==> src/hdl/prc_pkg.sv <==
package prc_pkg;

    // Opcodes of an input transaction.
    localparam logic [2:0] OP_CLASSIFY_IN  = 3'd0;
    localparam logic [2:0] OP_CLASSIFY_OUT = 3'd1;
    localparam logic [2:0] OP_WRITE_SVC    = 3'd2;
    localparam logic [2:0] OP_WRITE_HOST   = 3'd3;
    localparam logic [2:0] OP_CLEAR        = 3'd4;

    // Rule classes.
    localparam logic [1:0] CLS_ALLOW   = 2'd0;
    localparam logic [1:0] CLS_WARNING = 2'd1;
    localparam logic [1:0] CLS_ALERT   = 2'd2;
    localparam logic [1:0] CLS_DENY    = 2'd3;

    // Verdict codes.
    localparam logic [1:0] VERD_DROP    = 2'd0;
    localparam logic [1:0] VERD_ALLOW   = 2'd1;
    localparam logic [1:0] VERD_WARNING = 2'd2;
    localparam logic [1:0] VERD_ALERT   = 2'd3;

    // Address width and the longest prefix.
    localparam int          ADDR_BITS = 32;
    localparam logic [5:0]  PLEN_MAX  = 6'd32;
    localparam logic [31:0] ADDR_ONES = 32'hFFFFFFFF;

    // Kind of work that the back end carries out for one transaction.
    typedef enum logic [2:0] {
        K_NOP,
        K_CLS_IN,
        K_CLS_OUT,
        K_WR_SVC,
        K_WR_HOST,
        K_CLEAR
    } t_kind;

    // Decoded command passed from the front end through the queue.
    typedef struct packed {
        t_kind       kind;
        logic        wr_ok;
        logic [5:0]  entry_index;
        logic        rule_valid;
        logic [1:0]  rule_class;
        logic        rule_outgoing;
        logic [7:0]  protocol;
        logic [15:0] port;
        logic [15:0] port_high;
        logic [31:0] address;
        logic [5:0]  prefix_len;
        logic        no_ports;
    } t_cmd;

    // Service rule entry, 44 bits.
    typedef struct packed {
        logic        valid;
        logic        outgoing;
        logic [1:0]  cls;
        logic [7:0]  proto;
        logic [15:0] lo;
        logic [15:0] hi;
    } t_svc_entry;

    // Host rule entry, 41 bits.
    typedef struct packed {
        logic        valid;
        logic [1:0]  cls;
        logic [31:0] address;
        logic [5:0]  plen;
    } t_host_entry;

endpackage

==> src/hdl/prc_front.sv <==
module prc_front #(
    parameter int SERVICE_ENTRIES = 64,
    parameter int HOST_ENTRIES    = 32
) (
    input  logic                i_clk,
    input  logic                i_rst_n,
    input  logic                start,
    output logic                busy,
    input  logic [2:0]          i_opcode,
    input  logic [5:0]          i_entry_index,
    input  logic                i_rule_valid,
    input  logic [1:0]          i_rule_class,
    input  logic                i_rule_outgoing,
    input  logic [7:0]          i_protocol,
    input  logic [15:0]         i_port,
    input  logic [15:0]         i_port_high,
    input  logic [31:0]         i_address,
    input  logic [5:0]          i_prefix_len,
    input  logic                i_no_ports,
    input  logic                i_back_init,
    input  logic                i_q_full,
    output logic                o_push,
    output prc_pkg::t_cmd       o_cmd
);

    logic          r_cmd_vld;
    prc_pkg::t_cmd r_cmd;
    prc_pkg::t_cmd n_cmd;
    logic          accept;

    // The front stage stalls when its command cannot enter the queue, and while the
    // back end clears its tables after reset.
    assign busy   = (r_cmd_vld && i_q_full) || i_back_init;
    assign accept = start && !busy;
    assign o_push = r_cmd_vld && !i_q_full;
    assign o_cmd  = r_cmd;

    // Decode the opcode, check the write index against the table depth and clamp the prefix.
    always_comb begin
        n_cmd               = '0;
        n_cmd.entry_index   = i_entry_index;
        n_cmd.rule_valid    = i_rule_valid;
        n_cmd.rule_class    = i_rule_class;
        n_cmd.rule_outgoing = i_rule_outgoing;
        n_cmd.protocol      = i_protocol;
        n_cmd.port          = i_port;
        n_cmd.port_high     = i_port_high;
        n_cmd.address       = i_address;
        n_cmd.no_ports      = i_no_ports;
        n_cmd.prefix_len    = (i_prefix_len > prc_pkg::PLEN_MAX) ? prc_pkg::PLEN_MAX
                                                                  : i_prefix_len;
        unique case (i_opcode)
            prc_pkg::OP_CLASSIFY_IN: begin
                n_cmd.kind = prc_pkg::K_CLS_IN;
            end
            prc_pkg::OP_CLASSIFY_OUT: begin
                n_cmd.kind = prc_pkg::K_CLS_OUT;
            end
            prc_pkg::OP_WRITE_SVC: begin
                n_cmd.kind  = prc_pkg::K_WR_SVC;
                n_cmd.wr_ok = 32'(i_entry_index) < SERVICE_ENTRIES;
            end
            prc_pkg::OP_WRITE_HOST: begin
                n_cmd.kind  = prc_pkg::K_WR_HOST;
                n_cmd.wr_ok = 32'(i_entry_index) < HOST_ENTRIES;
            end
            prc_pkg::OP_CLEAR: begin
                n_cmd.kind = prc_pkg::K_CLEAR;
            end
            default: begin
                n_cmd.kind = prc_pkg::K_NOP;
            end
        endcase
    end

    // Command register in front of the queue.
    always_ff @(posedge i_clk) begin
        if (!i_rst_n) begin
            r_cmd_vld <= 1'b0;
        end else begin
            if (accept) begin
                r_cmd_vld <= 1'b1;
            end else if (o_push) begin
                r_cmd_vld <= 1'b0;
            end
        end
        if (accept) begin
            r_cmd <= n_cmd;
        end
    end

endmodule

==> src/hdl/prc_cmd_queue.sv <==
module prc_cmd_queue (
    input  logic          i_clk,
    input  logic          i_rst_n,
    input  logic          i_push,
    input  prc_pkg::t_cmd i_cmd,
    input  logic          i_pop,
    output logic          o_full,
    output logic          o_not_empty,
    output prc_pkg::t_cmd o_cmd
);

    prc_pkg::t_cmd r_slot [2];
    logic          r_wr_ptr;
    logic          r_rd_ptr;
    logic [1:0]    r_count;

    assign o_full      = r_count == 2'd2;
    assign o_not_empty = r_count != 2'd0;
    assign o_cmd       = r_slot[r_rd_ptr];

    // Two-entry queue between the front and back ends.
    always_ff @(posedge i_clk) begin
        if (!i_rst_n) begin
            r_wr_ptr <= 1'b0;
            r_rd_ptr <= 1'b0;
            r_count  <= 2'd0;
        end else begin
            if (i_push) begin
                r_wr_ptr <= !r_wr_ptr;
            end
            if (i_pop) begin
                r_rd_ptr <= !r_rd_ptr;
            end
            if (i_push && !i_pop) begin
                r_count <= r_count + 2'd1;
            end else if (i_pop && !i_push) begin
                r_count <= r_count - 2'd1;
            end
        end
        if (i_push) begin
            r_slot[r_wr_ptr] <= i_cmd;
        end
    end

endmodule

==> src/hdl/prc_back.sv <==
module prc_back #(
    parameter int SERVICE_ENTRIES = 64,
    parameter int HOST_ENTRIES    = 32
) (
    input  logic          i_clk,
    input  logic          i_rst_n,
    input  logic          i_cmd_vld,
    input  prc_pkg::t_cmd i_cmd,
    output logic          o_pop,
    output logic          o_init,
    output logic          o_done,
    output logic [1:0]    o_verdict
);

    localparam int MAXD = (SERVICE_ENTRIES > HOST_ENTRIES) ? SERVICE_ENTRIES : HOST_ENTRIES;
    localparam int CW   = $clog2(MAXD);
    localparam int SAW  = $clog2(SERVICE_ENTRIES);
    localparam int HAW  = $clog2(HOST_ENTRIES);
    localparam int IW0  = (SAW > HAW) ? SAW : HAW;
    localparam int IW   = (IW0 > 6) ? IW0 : 6;
    localparam logic [CW-1:0] LAST = CW'(MAXD - 1);

    typedef enum logic [2:0] {
        S_INIT,
        S_IDLE,
        S_CLEAR,
        S_SCAN,
        S_DRAIN,
        S_FINAL
    } t_state;

    t_state                r_state;
    logic [CW-1:0]         r_cnt;
    prc_pkg::t_cmd         r_op;
    logic                  r_rd_vld;
    logic                  r_rd_svc_ok;
    logic                  r_rd_host_ok;
    logic [3:0]            r_svc_hit;
    logic [3:0]            r_host_hit;
    logic                  r_done;
    logic [1:0]            r_verdict;

    prc_pkg::t_svc_entry   svc_mem [SERVICE_ENTRIES];
    prc_pkg::t_host_entry  host_mem [HOST_ENTRIES];
    prc_pkg::t_svc_entry   r_svc_rd;
    prc_pkg::t_host_entry  r_host_rd;

    logic                  pop;
    logic                  cnt_last;
    logic                  cnt_svc_in;
    logic                  cnt_host_in;
    logic                  sweeping;
    logic [IW-1:0]         idx_w;
    logic                  svc_we;
    logic [SAW-1:0]        svc_wa;
    prc_pkg::t_svc_entry   svc_wd;
    logic                  host_we;
    logic [HAW-1:0]        host_wa;
    prc_pkg::t_host_entry  host_wd;
    logic                  want_out;
    logic                  svc_match;
    logic                  host_match;
    logic [31:0]           host_mask;
    logic [3:0]            n_svc_hit;
    logic [3:0]            n_host_hit;
    logic [1:0]            final_verdict;

    // Deny gives drop; otherwise allow, then warning, then alert.
    function automatic logic [1:0] grade_last_wins(input logic [3:0] hit);
        logic [1:0] g;
        if (hit[prc_pkg::CLS_DENY]) begin
            g = prc_pkg::VERD_DROP;
        end else if (hit[prc_pkg::CLS_ALLOW]) begin
            g = prc_pkg::VERD_ALLOW;
        end else if (hit[prc_pkg::CLS_WARNING]) begin
            g = prc_pkg::VERD_WARNING;
        end else if (hit[prc_pkg::CLS_ALERT]) begin
            g = prc_pkg::VERD_ALERT;
        end else begin
            g = prc_pkg::VERD_DROP;
        end
        return g;
    endfunction

    assign pop         = (r_state == S_IDLE) && i_cmd_vld;
    assign o_pop       = pop;
    assign o_init      = r_state == S_INIT;
    assign o_done      = r_done;
    assign o_verdict   = r_verdict;
    assign cnt_last    = r_cnt == LAST;
    assign cnt_svc_in  = {1'b0, r_cnt} < (CW + 1)'(SERVICE_ENTRIES);
    assign cnt_host_in = {1'b0, r_cnt} < (CW + 1)'(HOST_ENTRIES);
    assign sweeping    = (r_state == S_INIT) || (r_state == S_CLEAR);
    assign idx_w       = IW'(i_cmd.entry_index);

    // Write ports: the clearing sweep or a rule write taken from the queue.
    always_comb begin
        svc_we           = 1'b0;
        svc_wa           = idx_w[SAW-1:0];
        svc_wd.valid     = i_cmd.rule_valid;
        svc_wd.outgoing  = i_cmd.rule_outgoing;
        svc_wd.cls       = i_cmd.rule_class;
        svc_wd.proto     = i_cmd.protocol;
        svc_wd.lo        = i_cmd.port;
        svc_wd.hi        = i_cmd.port_high;
        host_we          = 1'b0;
        host_wa          = idx_w[HAW-1:0];
        host_wd.valid    = i_cmd.rule_valid;
        host_wd.cls      = i_cmd.rule_class;
        host_wd.address  = i_cmd.address;
        host_wd.plen     = i_cmd.prefix_len;
        if (sweeping) begin
            svc_we  = cnt_svc_in;
            svc_wa  = r_cnt[SAW-1:0];
            svc_wd  = '0;
            host_we = cnt_host_in;
            host_wa = r_cnt[HAW-1:0];
            host_wd = '0;
        end else if (pop && i_cmd.wr_ok) begin
            svc_we  = i_cmd.kind == prc_pkg::K_WR_SVC;
            host_we = i_cmd.kind == prc_pkg::K_WR_HOST;
        end
    end

    // Rule memories with registered read data.
    always_ff @(posedge i_clk) begin
        if (svc_we) begin
            svc_mem[svc_wa] <= svc_wd;
        end
        r_svc_rd <= svc_mem[r_cnt[SAW-1:0]];
    end

    always_ff @(posedge i_clk) begin
        if (host_we) begin
            host_mem[host_wa] <= host_wd;
        end
        r_host_rd <= host_mem[r_cnt[HAW-1:0]];
    end

    // Compare the entries just read against the packet being classified.
    always_comb begin
        want_out   = r_op.kind == prc_pkg::K_CLS_OUT;
        host_mask  = ~(prc_pkg::ADDR_ONES >> r_host_rd.plen);
        svc_match  = r_rd_vld && r_rd_svc_ok && r_svc_rd.valid &&
                     (r_svc_rd.outgoing == want_out) &&
                     (r_svc_rd.proto == r_op.protocol) &&
                     (r_op.port >= r_svc_rd.lo) && (r_op.port <= r_svc_rd.hi);
        host_match = r_rd_vld && r_rd_host_ok && r_host_rd.valid &&
                     (((r_op.address ^ r_host_rd.address) & host_mask) == '0);
        n_svc_hit  = r_svc_hit | (svc_match ? (4'b0001 << r_svc_rd.cls) : 4'b0000);
        n_host_hit = r_host_hit | (host_match ? (4'b0001 << r_host_rd.cls) : 4'b0000);
    end

    // Combine the collected hits into a verdict.
    always_comb begin
        logic [1:0] hg;
        logic [1:0] sg;
        hg = grade_last_wins(r_host_hit);
        sg = grade_last_wins(r_svc_hit);
        if (!want_out) begin
            if (r_svc_hit[prc_pkg::CLS_DENY]) begin
                final_verdict = prc_pkg::VERD_DROP;
            end else if (r_svc_hit[prc_pkg::CLS_ALERT]) begin
                final_verdict = prc_pkg::VERD_ALERT;
            end else if (r_svc_hit[prc_pkg::CLS_WARNING]) begin
                final_verdict = prc_pkg::VERD_WARNING;
            end else if (r_svc_hit[prc_pkg::CLS_ALLOW]) begin
                final_verdict = prc_pkg::VERD_ALLOW;
            end else begin
                final_verdict = prc_pkg::VERD_DROP;
            end
        end else if (r_host_hit[prc_pkg::CLS_DENY] || r_op.no_ports) begin
            final_verdict = hg;
        end else if ((hg == prc_pkg::VERD_DROP) || (sg == prc_pkg::VERD_DROP)) begin
            final_verdict = prc_pkg::VERD_DROP;
        end else begin
            final_verdict = (hg > sg) ? hg : sg;
        end
    end

    // Sequencer: clearing sweeps, table scans and the result strobe.
    always_ff @(posedge i_clk) begin
        if (!i_rst_n) begin
            r_state    <= S_INIT;
            r_cnt      <= '0;
            r_rd_vld   <= 1'b0;
            r_svc_hit  <= '0;
            r_host_hit <= '0;
            r_done     <= 1'b0;
            r_verdict  <= prc_pkg::VERD_DROP;
        end else begin
            r_done       <= 1'b0;
            r_rd_vld     <= r_state == S_SCAN;
            r_rd_svc_ok  <= cnt_svc_in;
            r_rd_host_ok <= cnt_host_in;
            r_svc_hit    <= n_svc_hit;
            r_host_hit   <= n_host_hit;
            unique case (r_state)
                S_INIT: begin
                    if (cnt_last) begin
                        r_cnt   <= '0;
                        r_state <= S_IDLE;
                    end else begin
                        r_cnt <= r_cnt + CW'(1);
                    end
                end
                S_IDLE: begin
                    if (pop) begin
                        r_op       <= i_cmd;
                        r_cnt      <= '0;
                        r_svc_hit  <= '0;
                        r_host_hit <= '0;
                        unique case (i_cmd.kind) inside
                            prc_pkg::K_CLS_IN, prc_pkg::K_CLS_OUT: begin
                                r_state <= S_SCAN;
                            end
                            prc_pkg::K_CLEAR: begin
                                r_state <= S_CLEAR;
                            end
                            default: begin
                                r_done    <= 1'b1;
                                r_verdict <= prc_pkg::VERD_DROP;
                            end
                        endcase
                    end
                end
                S_CLEAR: begin
                    if (cnt_last) begin
                        r_cnt     <= '0;
                        r_done    <= 1'b1;
                        r_verdict <= prc_pkg::VERD_DROP;
                        r_state   <= S_IDLE;
                    end else begin
                        r_cnt <= r_cnt + CW'(1);
                    end
                end
                S_SCAN: begin
                    if (cnt_last) begin
                        r_state <= S_DRAIN;
                    end else begin
                        r_cnt <= r_cnt + CW'(1);
                    end
                end
                S_DRAIN: begin
                    r_state <= S_FINAL;
                end
                S_FINAL: begin
                    r_done    <= 1'b1;
                    r_verdict <= final_verdict;
                    r_state   <= S_IDLE;
                end
                default: begin
                    r_state <= S_IDLE;
                end
            endcase
        end
    end

endmodule

==> src/hdl/packet_rule_classifier.sv <==
// A write or unused opcode passes the front command register and the queue, then the back end
// registers its verdict strobe on taking the command; a classify or clear first sweeps both rule memories.
// The back end takes no new command until it has finished the last one, as it scans both rule
// memories one entry a cycle; writes complete one per cycle while the back end is idle.
// Reset: synchronous, active low; afterwards a clearing pass over both rule memories
// holds busy high. Results cannot be stalled by the receiver.
module packet_rule_classifier #(
    parameter int SERVICE_ENTRIES = 64,
    parameter int HOST_ENTRIES    = 32
) (
    input  logic        i_clk,
    input  logic        i_rst_n,
    input  logic        start,
    output logic        busy,
    input  logic [2:0]  i_opcode,
    input  logic [5:0]  i_entry_index,
    input  logic        i_rule_valid,
    input  logic [1:0]  i_rule_class,
    input  logic        i_rule_outgoing,
    input  logic [7:0]  i_protocol,
    input  logic [15:0] i_port,
    input  logic [15:0] i_port_high,
    input  logic [31:0] i_address,
    input  logic [5:0]  i_prefix_len,
    input  logic        i_no_ports,
    output logic        o_done,
    output logic [1:0]  o_verdict
);

    logic          back_init;
    logic          q_full;
    logic          q_not_empty;
    logic          push;
    logic          pop;
    prc_pkg::t_cmd front_cmd;
    prc_pkg::t_cmd queue_cmd;

    // Front end: accepts and decodes each transaction.
    prc_front #(
        .SERVICE_ENTRIES (SERVICE_ENTRIES),
        .HOST_ENTRIES    (HOST_ENTRIES)
    ) u_front (
        .i_clk           (i_clk),
        .i_rst_n         (i_rst_n),
        .start           (start),
        .busy            (busy),
        .i_opcode        (i_opcode),
        .i_entry_index   (i_entry_index),
        .i_rule_valid    (i_rule_valid),
        .i_rule_class    (i_rule_class),
        .i_rule_outgoing (i_rule_outgoing),
        .i_protocol      (i_protocol),
        .i_port          (i_port),
        .i_port_high     (i_port_high),
        .i_address       (i_address),
        .i_prefix_len    (i_prefix_len),
        .i_no_ports      (i_no_ports),
        .i_back_init     (back_init),
        .i_q_full        (q_full),
        .o_push          (push),
        .o_cmd           (front_cmd)
    );

    // Command queue decoupling the two ends.
    prc_cmd_queue u_queue (
        .i_clk       (i_clk),
        .i_rst_n     (i_rst_n),
        .i_push      (push),
        .i_cmd       (front_cmd),
        .i_pop       (pop),
        .o_full      (q_full),
        .o_not_empty (q_not_empty),
        .o_cmd       (queue_cmd)
    );

    // Back end: rule memories, scans and verdicts.
    prc_back #(
        .SERVICE_ENTRIES (SERVICE_ENTRIES),
        .HOST_ENTRIES    (HOST_ENTRIES)
    ) u_back (
        .i_clk     (i_clk),
        .i_rst_n   (i_rst_n),
        .i_cmd_vld (q_not_empty),
        .i_cmd     (queue_cmd),
        .o_pop     (pop),
        .o_init    (back_init),
        .o_done    (o_done),
        .o_verdict (o_verdict)
    );

endmodule

==> config.mk <==
export PLATFORM = sky130hd
export DESIGN_NAME = packet_rule_classifier
export DESIGN_NICKNAME = d
export VERILOG_FILES = /design/src/hdl/prc_pkg.sv /design/src/hdl/prc_front.sv /design/src/hdl/prc_cmd_queue.sv /design/src/hdl/prc_back.sv /design/src/hdl/packet_rule_classifier.sv
export SDC_FILE = /design/constraint.sdc
export NUM_CORES = 2
export LEC_CHECK = 0
export ABC_AREA = 1
export CORE_ASPECT_RATIO = 1.2
export CORE_MARGIN = 2
export CORE_UTILIZATION = 55
export DETAILED_ROUTE_END_ITERATION = 8
export DONT_BUFFER_PORTS = 1
export PLACE_DENSITY_LB_ADDON = 0.25
export SLEW_MARGIN = 10
export SYNTH_ARGS = -nofsm -noshare
export SYNTH_HDL_FRONTEND = slang
export SYNTH_MEMORY_MAX_BITS = 65536
export SYNTH_SLANG_ARGS = --single-unit
==> constraint.sdc <==
create_clock -name i_clk -period 6.5 [get_ports i_clk]
set_clock_uncertainty 0.2 [all_clocks]
set_input_delay 0.975 -clock i_clk [delete_from_list [all_inputs] [get_ports i_clk]]
set_output_delay 0.975 -clock i_clk [all_outputs]
set_load 0.01 [all_outputs]
==> run_summary.xml <==
<?xml version="1.0" encoding="UTF-8"?>
<metrics>
  <group name="grt">
    <metric name="global_route.overflow_total" unit="">0</metric>
    <metric name="grt_max_degree" unit="">215</metric>
    <metric name="wire_length_of_the_first_global_routing_pass" unit="um">730000</metric>
    <metric name="globalRouteTotalUtil" unit="">0.304</metric>
    <metric name="grt_pass1_vias" unit="">109846</metric>
    <metric name="grt_antenna_before_repair" unit="">11</metric>
  </group>
  <group name="timing">
    <metric name="rsz_0062_raised_after_global_routing" unit="">false</metric>
    <metric name="worst_slew_margin_relative_to_its_limit" unit="">0.152</metric>
    <metric name="fin_crit" unit="ns">4.64</metric>
    <metric name="timing.setup.tns" unit="ns">0</metric>
    <metric name="timing.final.hold_violations" unit="">0</metric>
    <metric name="setup_ws" unit="ns">1.86</metric>
    <metric name="setup_viol" unit="">0</metric>
    <metric name="worst_slew_pin_slew" unit="ns">1.27</metric>
    <metric name="timing.fmax" unit="MHz">215</metric>
    <metric name="fin_crit_sh" unit="">0.714</metric>
    <metric name="final-max-slew-violation-count" unit="">0</metric>
  </group>
  <group name="clock_tree">
    <metric name="clock-root-buffer" unit="">clkbuf_16</metric>
    <metric name="tritoncts_clock_tree" unit="">done</metric>
    <metric name="max-clock-path-buffers" unit="">4</metric>
    <metric name="cts.reportedPaths.clkPinSlew" unit="ns">0.06</metric>
    <metric name="hold_buffers" unit="">90</metric>
    <metric name="clock_latency_late_sink" unit="ns">1.01</metric>
    <metric name="clock_tree.htree_level_count" unit="">5</metric>
    <metric name="post_cts_sizing_count" unit="">0</metric>
    <metric name="cts_setup_buffers" unit="">0</metric>
    <metric name="number_of_buffers_created_by_cts" unit="">424</metric>
    <metric name="cts_num_sinks" unit="">4580</metric>
  </group>
  <group name="routing">
    <metric name="route.antenna.remaining_nets" unit="">0</metric>
    <metric name="avgRoutedWirePerCell" unit="um">28.5</metric>
    <metric name="via_count" unit="">113291</metric>
    <metric name="drc_errors" unit="">0</metric>
    <metric name="drt_pass1_iterations" unit="">6</metric>
    <metric name="vias_per_cell" unit="">6.37</metric>
    <metric name="initial_drc_count" unit="">15524</metric>
    <metric name="drt_wl_total" unit="um">507000</metric>
  </group>
  <group name="synthesis">
    <metric name="synth_top_cell_by_area" unit="">edfxtp_1</metric>
    <metric name="syn_area" unit="sq mm">0.178</metric>
    <metric name="netlist-cell-type-count" unit="">39</metric>
    <metric name="number_of_enable_flip_flop_cells_after_synthesis" unit="">4468</metric>
    <metric name="async_flop_share" unit="">0</metric>
    <metric name="syn_nets" unit="">13401</metric>
    <metric name="ys_top_cells_by_area" unit="">edfxtp_1 76%, o21ai_0 5.7%, nor2_1 5.5%</metric>
    <metric name="synth_top_area_share" unit="">0.756</metric>
    <metric name="yosysSeqAreaShare" unit="">0.768</metric>
    <metric name="syn-instance-count" unit="">13269</metric>
    <metric name="synth.ff_latch_count" unit="">4580</metric>
    <metric name="synthFlopType" unit="">edfxtp_1</metric>
    <metric name="synthesis.yosys.warnings" unit="">0</metric>
    <metric name="avgSynthCellArea" unit="sq um">13.4</metric>
  </group>
  <group name="floorplanning">
    <metric name="floorplan.rows" unit="">228</metric>
    <metric name="die-width" unit="um">523</metric>
    <metric name="die-area" unit="sq mm">0.327</metric>
    <metric name="io-pin-count" unit="">99</metric>
    <metric name="core_box_area" unit="sq mm">0.321</metric>
    <metric name="die_height" unit="um">626</metric>
    <metric name="floorplan.initialDensity" unit="">0.553</metric>
  </group>
  <group name="flow_run">
    <metric name="cap_violations" unit="">0</metric>
  </group>
  <group name="critical_path">
    <metric name="ff2ff_setup_slack" unit="ns">1.86</metric>
    <metric name="reg2reg_depth" unit="">11</metric>
    <metric name="crit_fanout" unit="">66</metric>
    <metric name="critical_path.endpoint_type" unit="">flop</metric>
    <metric name="cp_data_arrival_time" unit="ns">5.10</metric>
    <metric name="crit_path_category" unit="">reg2reg</metric>
    <metric name="rr_endpoint" unit="">u_back.svc_mem[24][21]$_DFFE_PP_</metric>
    <metric name="crit_required" unit="ns">6.96</metric>
    <metric name="critPathLaunchType" unit="">flop</metric>
  </group>
  <group name="pwr">
    <metric name="max-vdd-ir-drop" unit="uV">387</metric>
    <metric name="total_power" unit="mW">61.5</metric>
    <metric name="p_per_area" unit="mW/mm^2">311</metric>
    <metric name="static-leakage-power" unit="nW">60.4</metric>
  </group>
  <group name="min_path">
    <metric name="instance_count_along_the_most_critical_hold_path" unit="">2</metric>
    <metric name="min-delay-path-class" unit="">in2reg</metric>
    <metric name="timing.hold.worst.start" unit="">i_prefix_len[4]</metric>
    <metric name="hold_end" unit="">u_front.o_cmd[5]$_SDFFCE_PN0P_</metric>
  </group>
  <group name="cells_and_area">
    <metric name="synthToLayoutAreaGrowth" unit="%">11.5</metric>
    <metric name="post_route_cells_drive_above_1_share" unit="">0.0813</metric>
    <metric name="finalInstanceArea" unit="sq mm">0.198</metric>
    <metric name="num-nets-final" unit="">13296</metric>
  </group>
  <group name="place">
    <metric name="gpl.final_weighted_congestion" unit="">0.899</metric>
    <metric name="placed_area" unit="sq mm">0.183</metric>
    <metric name="dpl_worst_slack" unit="ns">1.93</metric>
    <metric name="dp_hpwl" unit="um">285000</metric>
    <metric name="port-buffer-count" unit="">0</metric>
  </group>
  <group name="status">
    <metric name="status" unit="">finished, final reports clean</metric>
  </group>
</metrics>
## layout by cell type (no fill, tap or decap), types with 7 or more instances in the layout
master,n
clkbuf_16,426
a21oi_4,82
clkbuf_1,94
dfxtp_1,106
nand3_1,455
clkinv_2,84
clkinvlp_4,14
inv_1,141
clkbuf_8,16
o22ai_1,575
a21oi_1,194
buf_4,238
inv_8,7
nand2_1,858
o21ai_0,2018
ha_1,37
nor3_1,12
o211ai_1,339
diode_2,7
xor2_1,20
o21a_1,9
dlygate4sd3_1,90
buf_12,41
or2_1,7
nor2_4,102
inv_6,13
nand4_1,73
o221ai_1,142
o21ai_1,147
clkinv_1,77
bufinv_16,40
a31oi_1,29
nor2_1,2511
edfxtp_1,4468
clkinv_4,7
## kinds of logic after synthesis
family | Yosys count | share of synthesized area
xor gates and xnor gates | 24 | 0.00118
adders and majority gates | 37 | 0.00261
DFF | 4580 | 0.768
and+or+nand+nor | 4026 | 0.0897
buffers and inverters | 1054 | 0.0256
AOI/OAI and AO/OA | 3548 | 0.112
## power breakdown
part / total (mW) / internal [mW] / leakage [nW] / switching [mW]
Combinational: 4.31 / 1.15 / 15.1 / 3.16
Sequential: 32.5 / 32.3 / 38.6 / 0.239
Clock: 24.7 / 13.9 / 6.71 / 10.9
## cell usage after synthesis (2+ instances only)
cell      instances
clkbuf_1        585
o211a_1           2
a211oi_1          3
buf_2           193
ha_1             37
o21ai_0        2018
o21bai_1          4
or2_2             5
o221ai_1        142
buf_6            22
buf_4            47
inv_2             4
o21a_1            9
a21oi_1         276
dfxtp_1         112
o22ai_1         575
nand4_1          73
o211ai_1        339
xnor2_1           4
edfxtp_1       4468
nor3_1           12
o21ai_1         147
or2_1             7
nor2_1         2612
nand3_1         455
a31oi_1          29
xor2_1           20
clkinv_1          4
nand2_1         858
inv_1           145
buf_1            54
## per-stage QoR
step / std cells / hold slack, ns / util
6_report: 17782 / 0.0385 / 0.616
5_1_grt: 17776 / 0.0241 / 0.616
4_1_cts: 17774 / 0.00283 / 0.616
3_5_place_dp: 16902 / 0.230 / 0.570
3_3_place_gp: 16899 / 0.223 / 0.570
2_1_floorplan: 13269 / 0.221 / -
## layer usage
metal,part of all wire,GRT usage
met5,0,0
met2,0.48,0.491
met1,0.35,0.385
met4,0.077,0.201
met3,0.093,0.0453
## worst max-delay path by stage
stage | startpoint | slack [ns] | end
after floorplan | start | 0.87 | u_front.o_cmd[0]$_DFFE_PP_
after global placement | flop | 1.93 | u_back.svc_mem[24][38]$_DFFE_PP_
after detailed placement | flop | 1.93 | u_back.svc_mem[24][38]$_DFFE_PP_
after CTS | flop | 1.89 | u_back.svc_mem[24][21]$_DFFE_PP_
after global routing | flop | 1.70 | u_back.svc_mem[24][37]$_DFFE_PP_
final | flop | 1.86 | u_back.svc_mem[24][21]$_DFFE_PP_
## area by class of cell
type	instances	area, sq um
clock buffer	536	11200
fill	23637	123000
timing repair buffer	370	3540
multi-input combinational	7635	38200
inverter	153	622
antenna	7	17.5
tap	4255	5320
sequential	4580	136000
clock inverter	246	2480
## worst max-delay path: stages, from the launching register on
cell,delay (ns)
dfxtp_4,0.35
inv_4,0.56
nand2_1,0.15
nand2_1,0.15
inv_1,0.08
nor2_1,0.15
nor3b_1,0.44
nor2_1,0.15
nor2_1,0.19
nand2_1,0.50
nor2_4,0.90
buf_4,0.43
## flip-flops by register name, summed over array words and instances (netlist names), named ones only
signal	count
u_back.r_svc_hit	4
u_back.r_rd_host_ok	1
u_back.r_cnt	6
u_front.r_cmd_vld	1
u_back.o_done	1
u_back.r_op	60
u_back.r_host_rd	41
u_back.r_host_hit	4
u_queue.r_count	2
u_queue.r_rd_ptr	1
u_back.host_mem	1312
u_front.o_cmd	93
u_back.r_svc_rd	44
u_queue.r_slot	186
u_back.r_rd_vld	1
u_back.o_verdict	2
u_back.svc_mem	2816
u_queue.r_wr_ptr	1
u_back.r_state	3
Power figures use the tool's default switching activity.
